===== src/rtl/core/wsfp_pkg.sv =====
// package for the websocket frame parser
// holds the parse phase type, field widths and the result record
// no dependencies
`default_nettype none
package wsfp_pkg;

  localparam int unsigned LEN_W = 63;

  localparam logic [6:0] LEN_CODE_16 = 7'd126;
  localparam logic [2:0] EXT16_BYTES = 3'd2;
  localparam logic [2:0] EXT64_BYTES = 3'd0;  // eight bytes, index wraps to zero
  localparam logic [2:0] KEY_LAST_IDX = 3'd3;

  localparam logic KIND_HEADER  = 1'b0;
  localparam logic KIND_PAYLOAD = 1'b1;

  typedef enum logic [2:0] {
    PH_HEADER  = 3'd0,
    PH_LENMASK = 3'd1,
    PH_EXTLEN  = 3'd2,
    PH_MASK    = 3'd3,
    PH_CONTENT = 3'd4
  } wsfp_phase_t;

  typedef struct packed {
    logic             kind;
    logic             fin;
    logic [2:0]       rsv;
    logic [3:0]       opcode;
    logic             masked;
    logic [LEN_W-1:0] payload_length;
    logic [7:0]       payload_byte;
    logic             last;
  } wsfp_result_t;

endpackage
`default_nettype wire


===== src/rtl/core/wsfp_if.sv =====
// valid/ready channel interfaces for the websocket frame parser
// depends on wsfp_pkg for the length width
`default_nettype none
interface wsfp_in_if;
  logic       valid;
  logic       ready;
  logic [7:0] data_byte;

  modport source (output valid, output data_byte, input ready);
  modport sink (input valid, input data_byte, output ready);
endinterface

interface wsfp_out_if;
  logic                      valid;
  logic                      ready;
  logic                      kind;
  logic                      fin;
  logic [2:0]                rsv;
  logic [3:0]                opcode;
  logic                      masked;
  logic [wsfp_pkg::LEN_W-1:0] payload_length;
  logic [7:0]                payload_byte;
  logic                      last;

  modport source (output valid, output kind, output fin, output rsv, output opcode,
                  output masked, output payload_length, output payload_byte,
                  output last, input ready);
  modport sink (input valid, input kind, input fin, input rsv, input opcode,
                input masked, input payload_length, input payload_byte,
                input last, output ready);
endinterface
`default_nettype wire


===== src/rtl/core/websocket_frame_parser_unit.sv =====
// websocket frame parser top: one byte per cycle in unless stalled; header, payload results out
// output: a result is registered and appears in the cycle after the byte that causes it is accepted
// throughput: one byte per cycle unless a result waits and the output is not ready that cycle
// reset: synchronous active-low rst_n returns to the header phase with an empty output register
// depends on wsfp_pkg, wsfp_if and wsfp_core
`default_nettype none
module websocket_frame_parser_unit (
  input  wire logic  clk,
  input  wire logic  rst_n,
  wsfp_in_if.sink    in_chan,
  wsfp_out_if.source out_chan
);
  import wsfp_pkg::*;

  logic         out_valid_r;
  wsfp_result_t out_data_r;
  logic         accept;
  logic         emit;
  wsfp_result_t res;

  assign in_chan.ready = !out_valid_r || out_chan.ready;
  assign accept        = in_chan.valid && in_chan.ready;

  wsfp_core u_core (
    .clk    (clk),
    .rst_n  (rst_n),
    .step_i (accept),
    .byte_i (in_chan.data_byte),
    .emit_o (emit),
    .res_o  (res)
  );

  always_ff @(posedge clk) begin
    if (!rst_n) begin
      out_valid_r <= 1'b0;
    end else if (accept && emit) begin
      out_valid_r <= 1'b1;
    end else if (out_chan.ready) begin
      out_valid_r <= 1'b0;
    end
  end

  always_ff @(posedge clk) begin
    if (accept && emit) begin
      out_data_r <= res;
    end
  end

  assign out_chan.valid          = out_valid_r;
  assign out_chan.kind           = out_data_r.kind;
  assign out_chan.fin            = out_data_r.fin;
  assign out_chan.rsv            = out_data_r.rsv;
  assign out_chan.opcode         = out_data_r.opcode;
  assign out_chan.masked         = out_data_r.masked;
  assign out_chan.payload_length = out_data_r.payload_length;
  assign out_chan.payload_byte   = out_data_r.payload_byte;
  assign out_chan.last           = out_data_r.last;

endmodule
`default_nettype wire


===== src/rtl/core/wsfp_core.sv =====
// frame parse state and per-byte step logic
// depends on wsfp_pkg; produces at most one result per accepted byte
`default_nettype none
module wsfp_core (
  input  wire logic                  clk,
  input  wire logic                  rst_n,
  input  wire logic                  step_i,
  input  wire logic [7:0]            byte_i,
  output logic                       emit_o,
  output wsfp_pkg::wsfp_result_t     res_o
);
  import wsfp_pkg::*;

  wsfp_phase_t      phase_r, phase_nxt;
  logic [7:0]       hdr_r, hdr_nxt;
  logic             mask_r, mask_nxt;
  logic [6:0]       code_r, code_nxt;
  logic [2:0]       idx_r, idx_nxt;
  logic [LEN_W-1:0] len_r, len_nxt;
  logic [31:0]      key_r, key_nxt;
  logic [LEN_W-1:0] left_r, left_nxt;
  logic [1:0]       kidx_r, kidx_nxt;

  logic             finish_len;
  logic             emit;
  logic             res_kind;
  logic [7:0]       res_byte;
  logic             res_last;
  logic [7:0]       key_byte;
  logic [LEN_W-1:0] left_dec;
  logic [2:0]       need;

  always_comb begin
    unique case (kidx_r)
      2'd0:    key_byte = key_r[31:24];
      2'd1:    key_byte = key_r[23:16];
      2'd2:    key_byte = key_r[15:8];
      default: key_byte = key_r[7:0];
    endcase
  end

  assign need     = (code_r == LEN_CODE_16) ? EXT16_BYTES : EXT64_BYTES;
  assign left_dec = (left_r != '0) ? left_r - LEN_W'(1) : left_r;

  always_comb begin
    phase_nxt  = phase_r;
    hdr_nxt    = hdr_r;
    mask_nxt   = mask_r;
    code_nxt   = code_r;
    idx_nxt    = idx_r;
    len_nxt    = len_r;
    key_nxt    = key_r;
    left_nxt   = left_r;
    kidx_nxt   = kidx_r;
    finish_len = 1'b0;
    emit       = 1'b0;
    res_kind   = KIND_HEADER;
    res_byte   = 8'd0;
    res_last   = 1'b0;

    unique case (phase_r)
      PH_LENMASK: begin
        mask_nxt = byte_i[7];
        code_nxt = byte_i[6:0];
        idx_nxt  = 3'd0;
        if (byte_i[6:0] < LEN_CODE_16) begin
          len_nxt    = {{(LEN_W-7){1'b0}}, byte_i[6:0]};
          finish_len = 1'b1;
        end else begin
          len_nxt   = '0;
          phase_nxt = PH_EXTLEN;
        end
      end
      PH_EXTLEN: begin
        len_nxt = {len_r[LEN_W-9:0], byte_i};
        idx_nxt = idx_r + 3'd1;
        if (idx_nxt == need) begin
          finish_len = 1'b1;
        end
      end
      PH_MASK: begin
        key_nxt = {key_r[23:0], byte_i};
        idx_nxt = idx_r + 3'd1;
        if (idx_r == KEY_LAST_IDX) begin
          idx_nxt   = 3'd0;
          kidx_nxt  = 2'd0;
          left_nxt  = len_r;
          emit      = 1'b1;
          res_last  = (len_r == '0);
          phase_nxt = (len_r == '0) ? PH_HEADER : PH_CONTENT;
        end
      end
      PH_CONTENT: begin
        res_byte = byte_i ^ (mask_r ? key_byte : 8'd0);
        if (mask_r) begin
          kidx_nxt = kidx_r + 2'd1;
        end
        left_nxt = left_dec;
        emit     = 1'b1;
        res_kind = KIND_PAYLOAD;
        res_last = (left_dec == '0);
        if (left_dec == '0) begin
          phase_nxt = PH_HEADER;
        end
      end
      default: begin
        hdr_nxt   = byte_i;
        mask_nxt  = 1'b0;
        code_nxt  = 7'd0;
        idx_nxt   = 3'd0;
        len_nxt   = '0;
        key_nxt   = 32'd0;
        left_nxt  = '0;
        kidx_nxt  = 2'd0;
        phase_nxt = PH_LENMASK;
      end
    endcase

    if (finish_len) begin
      key_nxt = 32'd0;
      if (mask_nxt) begin
        phase_nxt = PH_MASK;
        idx_nxt   = 3'd0;
      end else begin
        kidx_nxt  = 2'd0;
        left_nxt  = len_nxt;
        emit      = 1'b1;
        res_last  = (len_nxt == '0);
        phase_nxt = (len_nxt == '0) ? PH_HEADER : PH_CONTENT;
      end
    end
  end

  always_comb begin
    emit_o               = emit;
    res_o.kind           = res_kind;
    res_o.fin            = hdr_nxt[7];
    res_o.rsv            = hdr_nxt[6:4];
    res_o.opcode         = hdr_nxt[3:0];
    res_o.masked         = mask_nxt;
    res_o.payload_length = len_nxt;
    res_o.payload_byte   = res_byte;
    res_o.last           = res_last;
  end

  always_ff @(posedge clk) begin
    if (!rst_n) begin
      phase_r <= PH_HEADER;
      hdr_r   <= 8'd0;
      mask_r  <= 1'b0;
      code_r  <= 7'd0;
      idx_r   <= 3'd0;
      len_r   <= '0;
      key_r   <= 32'd0;
      left_r  <= '0;
      kidx_r  <= 2'd0;
    end else if (step_i) begin
      phase_r <= phase_nxt;
      hdr_r   <= hdr_nxt;
      mask_r  <= mask_nxt;
      code_r  <= code_nxt;
      idx_r   <= idx_nxt;
      len_r   <= len_nxt;
      key_r   <= key_nxt;
      left_r  <= left_nxt;
      kidx_r  <= kidx_nxt;
    end
  end

endmodule
`default_nettype wire

===== src/flat_wrapper.sv =====
// flat-port wrapper written by rule: the top's interface ports become plain ports
module websocket_frame_parser_unit_flat import wsfp_pkg::*;
  (clk, rst_n, in_chan_valid, in_chan_data_byte, in_chan_ready, out_chan_valid, out_chan_kind, out_chan_fin, out_chan_rsv, out_chan_opcode, out_chan_masked, out_chan_payload_length, out_chan_payload_byte, out_chan_last, out_chan_ready);
  wsfp_in_if in_chan_i ();
  wsfp_out_if out_chan_i ();
  input  wire logic clk;
  input  wire logic rst_n;
  input wire logic [$bits(in_chan_i.valid)-1:0] in_chan_valid;
  input wire logic [$bits(in_chan_i.data_byte)-1:0] in_chan_data_byte;
  output wire logic [$bits(in_chan_i.ready)-1:0] in_chan_ready;
  output wire logic [$bits(out_chan_i.valid)-1:0] out_chan_valid;
  output wire logic [$bits(out_chan_i.kind)-1:0] out_chan_kind;
  output wire logic [$bits(out_chan_i.fin)-1:0] out_chan_fin;
  output wire logic [$bits(out_chan_i.rsv)-1:0] out_chan_rsv;
  output wire logic [$bits(out_chan_i.opcode)-1:0] out_chan_opcode;
  output wire logic [$bits(out_chan_i.masked)-1:0] out_chan_masked;
  output wire logic [$bits(out_chan_i.payload_length)-1:0] out_chan_payload_length;
  output wire logic [$bits(out_chan_i.payload_byte)-1:0] out_chan_payload_byte;
  output wire logic [$bits(out_chan_i.last)-1:0] out_chan_last;
  input wire logic [$bits(out_chan_i.ready)-1:0] out_chan_ready;
  assign in_chan_i.valid = in_chan_valid;
  assign in_chan_i.data_byte = in_chan_data_byte;
  assign in_chan_ready = in_chan_i.ready;
  assign out_chan_valid = out_chan_i.valid;
  assign out_chan_kind = out_chan_i.kind;
  assign out_chan_fin = out_chan_i.fin;
  assign out_chan_rsv = out_chan_i.rsv;
  assign out_chan_opcode = out_chan_i.opcode;
  assign out_chan_masked = out_chan_i.masked;
  assign out_chan_payload_length = out_chan_i.payload_length;
  assign out_chan_payload_byte = out_chan_i.payload_byte;
  assign out_chan_last = out_chan_i.last;
  assign out_chan_i.ready = out_chan_ready;
  websocket_frame_parser_unit u_core (.clk(clk), .rst_n(rst_n), .in_chan(in_chan_i), .out_chan(out_chan_i));
endmodule

===== config.mk =====
export PLATFORM = sky130hd
export DESIGN_NAME = websocket_frame_parser_unit_flat
export DESIGN_NICKNAME = d
export VERILOG_FILES = /design/src/rtl/core/wsfp_pkg.sv /design/src/rtl/core/wsfp_if.sv /design/src/rtl/core/websocket_frame_parser_unit.sv /design/src/rtl/core/wsfp_core.sv /design/src/flat_wrapper.sv
export SDC_FILE = /design/constraint.sdc
export NUM_CORES = 1
export LEC_CHECK = 0
export ABC_AREA = 1
export BUFFER_PORTS_ARGS = -buffer_cell sky130_fd_sc_hd__buf_4
export CORE_ASPECT_RATIO = 0.7
export CORE_MARGIN = 2
export CORE_UTILIZATION = 56
export CTS_CLUSTER_DIAMETER = 200
export DETAILED_ROUTE_END_ITERATION = 10
export GPL_ROUTABILITY_DRIVEN = 1
export PLACE_DENSITY = 0.77
export REMOVE_ABC_BUFFERS = 1
export SLEW_MARGIN = 15
export SYNTH_ARGS = -nofsm -noshare
export SYNTH_HDL_FRONTEND = slang
export SYNTH_SLANG_ARGS = --single-unit
export TNS_END_PERCENT = 100

===== constraint.sdc =====
create_clock -name clk -period 6.65 [get_ports clk]
set_input_delay 0.665 -clock clk [delete_from_list [all_inputs] [get_ports clk]]
set_output_delay 0.665 -clock clk [all_outputs]
set_load 0.1 [all_outputs]

[Word level (Yosys, flattened, before mapping)]
Cells that the tools add are included.
Cells by class
  add/sub/neg operators: 3
  order comparisons: 1
  eq/ne operators: 14
  multiplexer cells: 46
  bitwise logic cells: 2
  reduce and logical (&&, ||, !) cells: 18
Operator list (count)
  63-bit case mux with 3 select lines: 2
  63-bit two-way mux: 4
  63-bit logical NOT: 3
  32-bit case mux with 2 select lines: 1
  63-bit nonzero test: 1
  63-bit by 1-bit subtractor with 63-bit output (second input constant): 1
  32-bit two-way mux: 1
  3-bit two-way mux: 10
  8-bit case mux with 3 select lines: 1
  8-bit two-way mux: 2
  7-bit case mux with 2 select lines: 1
  3-bit case mux with 4 select lines: 1
  1-bit two-way mux: 11
  2-bit two-way mux: 5
  3-bit by 2-bit equality test with 1-bit output (second input constant): 3
  3-bit inequality test (second input constant): 3
  3-bit case mux with 3 select lines: 1
  1-bit case mux with 2 select lines: 4
  8-bit bitwise XOR: 1
  7-bit equality test (second input constant): 1
  7-bit less-than comparator (second input constant): 1
  7-bit two-way mux: 1
  2-bit case mux with 3 select lines: 1
  3-bit OR reduction: 2
  other kinds (19): 22
Word-level totals
  register bits after elaboration: 265
  input bits: 12
  output and inout port bits: 84
  word-level logic and storage cells: 102

[Longest topological paths before layout]
  depth in word-level cells: 8
  mapped depth: 21
  mapped depth without buffers: 21

[Cells and area by module]
Synthesis repeated with hierarchy kept, for this count alone.
Second synthesis, totals
  cell total of the unflattened synthesis: 2088
  area total of the unflattened synthesis: 14891.8 µm²
By module, submodules not included
  wsfp_core: times used 1, cells each 1995, area each 12358.1 µm², sequential area each 3643.5 µm²
  websocket_frame_parser_unit: times used 1, cells each 93, area each 2533.7 µm², sequential area each 2482.4 µm²

[Worst setup path after synthesis]
OpenSTA, ideal clock, no wires.
  path kind: reg-to-reg
  start point: register u_core.out_valid_r, in the netlist u_core.out_chan.valid
  end point: register u_core.out_data_r (netlist bit u_core.out_chan.fin), enable pin
  library setup time: 573 ps
  arrival: 6284 ps
  required time: 6077 ps
  setup slack: -207 ps
  cell stages (with the launch flop): 6
  path buffers: 2
  period minus slack after synthesis: 6857 ps
  path through: dfxtp_1 -> nand2_1 -> nand2_1 -> clkbuf_1 -> buf_1 -> a31oi_1
On the way
  longest elaborated chain between the ends: 4
Ends and longest elaborated chain
  start, declared: RTL line websocket_frame_parser_unit.sv:15  | logic out_valid_r;
  start signal, assigned: RTL line websocket_frame_parser_unit.sv:35  | out_valid_r <= 1'b0;
  start signal, assigned: RTL line websocket_frame_parser_unit.sv:37  | out_valid_r <= 1'b1;
  start signal, assigned: RTL line websocket_frame_parser_unit.sv:39  | out_valid_r <= 1'b0;
  1-bit logical NOT: RTL line websocket_frame_parser_unit.sv:21  | assign in_chan.ready = !out_valid_r || out_chan.ready;
  1-bit logical OR: RTL line websocket_frame_parser_unit.sv:21
  net in_chan_ready: RTL line flat_wrapper.sv:10  | output wire logic [$bits(in_chan_i.ready)-1:0] in_chan_ready;
  1-bit logical AND: RTL line websocket_frame_parser_unit.sv:22  | assign accept = in_chan.valid && in_chan.ready;
  1-bit logical AND: RTL line websocket_frame_parser_unit.sv:44  | if (accept && emit) begin
  end signal, assigned: RTL line websocket_frame_parser_unit.sv:45  | out_data_r <= res;
  end, declared: RTL line websocket_frame_parser_unit.sv:16  | wsfp_result_t out_data_r;
The timed path passes the listed nets, and every way through them passes these cells.
A chain may end at the register's enable or synchronous reset.

==> flow_metrics.tcl <==
set metrics [dict create \
    finalPower_uw 7660 \
    path_common_cell "buf_4" \
    track_usage 0.391 \
    leakagePower_uw 0.00714 \
    syn_avg_cell_area_um2 7.23 \
    critPathKind "register to register" \
    r2r_end "u_core.u_core.left_r[25]" \
    ir_drop_mv 0.261 \
    grt-ovfl-total 0 \
    clk_pin_slew_ns 0.07 \
    startpoint_type "register" \
    first_global_vias 13935 \
    ff2ff_setup_slack_ns 2.75 \
    final_nets 2109 \
    die_w_um 199 \
    drc 0 \
    tightest_slew_ns 1.09 \
    std_cell_rows 49 \
    cts-buffers-inserted 25 \
    crit_start "u_core.u_core.phase_r[2]" \
    synthArstFlopShare 0 \
    rr_worst_depth 13 \
    worstPathMaxFanout 64 \
    hold_viol_final 0 \
    grt_pass1_wl_um 83600 \
    drive_above_1_share 0.102 \
    relSlewSlack 0.275 \
    hpwl_um 39100 \
    cp_data_required_time_ns 7.05 \
    cts_hold_buf 0 \
    placed_area_mm2 0.0158 \
    ys_ff_latch 265 \
    cts_resized 0 \
    critPathBufInv 5 \
    rsz0062_at_grt "no" \
    crit_end "u_core.u_core.left_r[25]" \
    post-route-period-util 0.587 \
    hp-class "input pin to register" \
    via_per_inst 6.34 \
    ys_seq_area_frac 0.410 \
    synth_edf_count 82 \
    design.portCount 96 \
    cts_tree "built" \
    antenna_found_initial 0 \
    syn_area_mm2 0.0149 \
    fin_util 0.642 \
    cp.depth 13 \
    yosysWarningCount 0 \
    drt_iter0_markers 2528 \
    cp.arrival_ns 4.30 \
    synth-main-ff-cell "dfxtp_1" \
    stdcell_count 2463 \
    cts_setup_buffers 0 \
    final_area_mm2 0.0167 \
    critPathCaptureType "register" \
    dieArea_mm2 0.0280 \
    r2r-start "u_core.u_core.phase_r[2]" \
    powerDensity_mw_per_mm2 460 \
    crit_chain "inv_1 -> nand2_1 -> nor2_2 -> buf_4 -> nor2_1 -> o22ai_1 -> nor2_2 -> buf_4 -> inv_2 -> buf_4 -> o221ai_1 -> o221ai_1 -> a21oi_1" \
    routed_wl_um 55300 \
    ctsLongestPathBuffers 3 \
    clock_skew_ns 0.0182 \
    die_h_um 141 \
    antenna_left 0 \
    grt_max_degree 92 \
    crit_path_top_delay_cell "buf_4" \
    drtPass1Iterations 7 \
    start_util 0.576 \
    diodes 0 \
    io_buffers 95 \
    status "finished, final reports clean" \
    slowest_delay_ns 0.61 \
    core_area_mm2 0.0259 \
    wl_per_cell_um 22.4 \
    clock-root-buffer "clkbuf_16" \
    cts_num_sinks 265 \
    cpLargestDelayFamily "buffers and inverters" \
    place_congestion 1.00 \
    num_vias 15609 \
    slew_violations 0 \
    insertion_delay_ns 0.55 \
    htree_levels 1 \
    ys_types 47 \
    syn_inst 2063 \
    setup_violations 0 \
    timing.fmax_ghz 0.256 \
    dp_cells 2418 \
    area_growth_pct 11.6 \
    timing.hold.ws_ns 0.434 \
    max_cap_violations 0 \
    layout_min_cycle_time_ns 3.90 \
]
## how the worst min path moves through the flow
stage / from / to / slack [ns] / cells after the start
3_3_place_gp: u_core.u_core.key_r[30] / u_core.u_core.key_r[30] / 0.45 / 2
6_report: in_chan_data_byte[7] / u_core.u_core.key_r[7] / 0.43 / 3
2_1_floorplan: u_core.u_core.code_r[0] / u_core.u_core.code_r[0] / 0.44 / 2
3_5_place_dp: u_core.u_core.key_r[9] / u_core.u_core.key_r[17] / 0.46 / 2
4_1_cts: in_chan_data_byte[7] / u_core.u_core.key_r[7] / 0.41 / 3
5_1_grt: in_chan_data_byte[7] / u_core.u_core.key_r[7] / 0.43 / 3
## worst min-delay path, stage by stage
cell	delay, ns
buf_4	0.13
nand3_1	0.07
a21oi_1	0.06
## flip-flops by register name, indices dropped and copies added (netlist names)
| register | cells |
|---|---|
| u_core.out_chan.rsv | 3 |
| u_core.u_core.left_r | 63 |
| u_core.u_core.hdr_r | 8 |
| u_core.u_core.idx_r | 3 |
| u_core.out_chan.payload_byte | 8 |
| u_core.out_chan.payload_length | 63 |
| u_core.out_chan.opcode | 4 |
| u_core.u_core.key_r | 32 |
| u_core.u_core.len_r | 63 |
| u_core.out_chan.fin | 1 |
| u_core.out_chan.last | 1 |
| u_core.u_core.mask_r | 1 |
| u_core.u_core.code_r | 7 |
| u_core.u_core.kidx_r | 2 |
| u_core.u_core.phase_r | 3 |
| u_core.out_chan.masked | 1 |
| u_core.out_chan.kind | 1 |
| u_core.out_chan.valid | 1 |
## layout by cell type, fill, tap and decap left out, types with 7 or more instances in the layout
cell type	netlist	routed
o21ai_0	138	138
inv_1	247	245
nand3b_1	13	13
nand3_1	123	123
ha_1	9	9
nor2_2	20	21
a221oi_1	11	11
nor3_1	19	19
o22ai_1	47	47
nor2_4	8	8
clkbuf_16	0	25
xnor2_1	7	7
o21ai_1	15	15
dfxtp_1	183	183
xor2_1	20	20
nand2_2	9	8
buf_4	0	115
a22oi_1	59	59
edfxtp_1	82	82
o211ai_1	49	49
a211oi_1	7	7
o221ai_1	19	19
nor2_1	197	196
a21oi_1	193	193
nor4_1	31	31
nand2_1	388	387
nand4_1	13	13
## cells in the mapped netlist, types with 4 or more instances
cell	number	area, um2
dfxtp_1	183	3660
buf_2	22	110
nand2_2	9	56.3
o311ai_0	6	52.6
o221ai_1	19	166
buf_1	8	30.0
edfxtp_1	82	2460
inv_1	247	927
nand2_1	388	1460
a31oi_1	5	31.3
a21oi_1	193	966
o211ai_1	49	368
nor2_4	8	90.1
xnor2_1	7	61.3
inv_2	5	18.8
nor4_1	31	194
nor2_1	197	739
nor3_1	19	95.1
nand4_1	13	81.3
nand3_1	123	616
clkbuf_1	86	323
nand3b_1	13	97.6
o21ai_0	138	691
nand2_4	4	45.0
nor2_2	20	125
a22oi_1	59	443
o22ai_1	47	294
xor2_1	20	175
o21ai_1	15	75.1
ha_1	9	113
a211oi_1	7	52.6
a221oi_1	11	96.3
## stage by stage
step / setup TNS [ns] / worst slack (ns)
after floorplan: -432.80 / -3.56
after global placement: 0 / 3.06
after detailed placement: 0 / 2.79
after CTS: 0 / 2.76
after global routing: 0 / 2.60
final: 0 / 2.75
## where the power goes
group / total [uW] / internal (uW) / switching [uW] / leakage, uW
clock: 1550 / 900 / 645 / 0.000414
combinational: 4010 / 947 / 3060 / 0.00446
sequential: 2110 / 1920 / 191 / 0.00227
## cell type report
cell class	count	area, um2
repair buffers	116	875
fillers	2352	9270
flip-flops and latches	265	6130
clock inverters	11	159
inverters	253	952
well taps	357	447
multi-input cells	1427	7390
clock buffers	34	709
## cells by family after synthesis
logic type / count (synthesis) / share of synthesized area
and+or+nand+nor: 836 / 0.250
buffers and inverters: 371 / 0.0962
DFF: 265 / 0.410
adders and majority gates: 9 / 0.00754
AOI/OAI and AO/OA: 555 / 0.220
xor gates and xnor gates: 27 / 0.0158
## layer usage
layer,GRT usage,part of all wire
met2,0.513,0.39
met5,0,0
met1,0.602,0.43
met3,0.141,0.16
met4,0.0892,0.026
(Power assumes the default switching activity.)
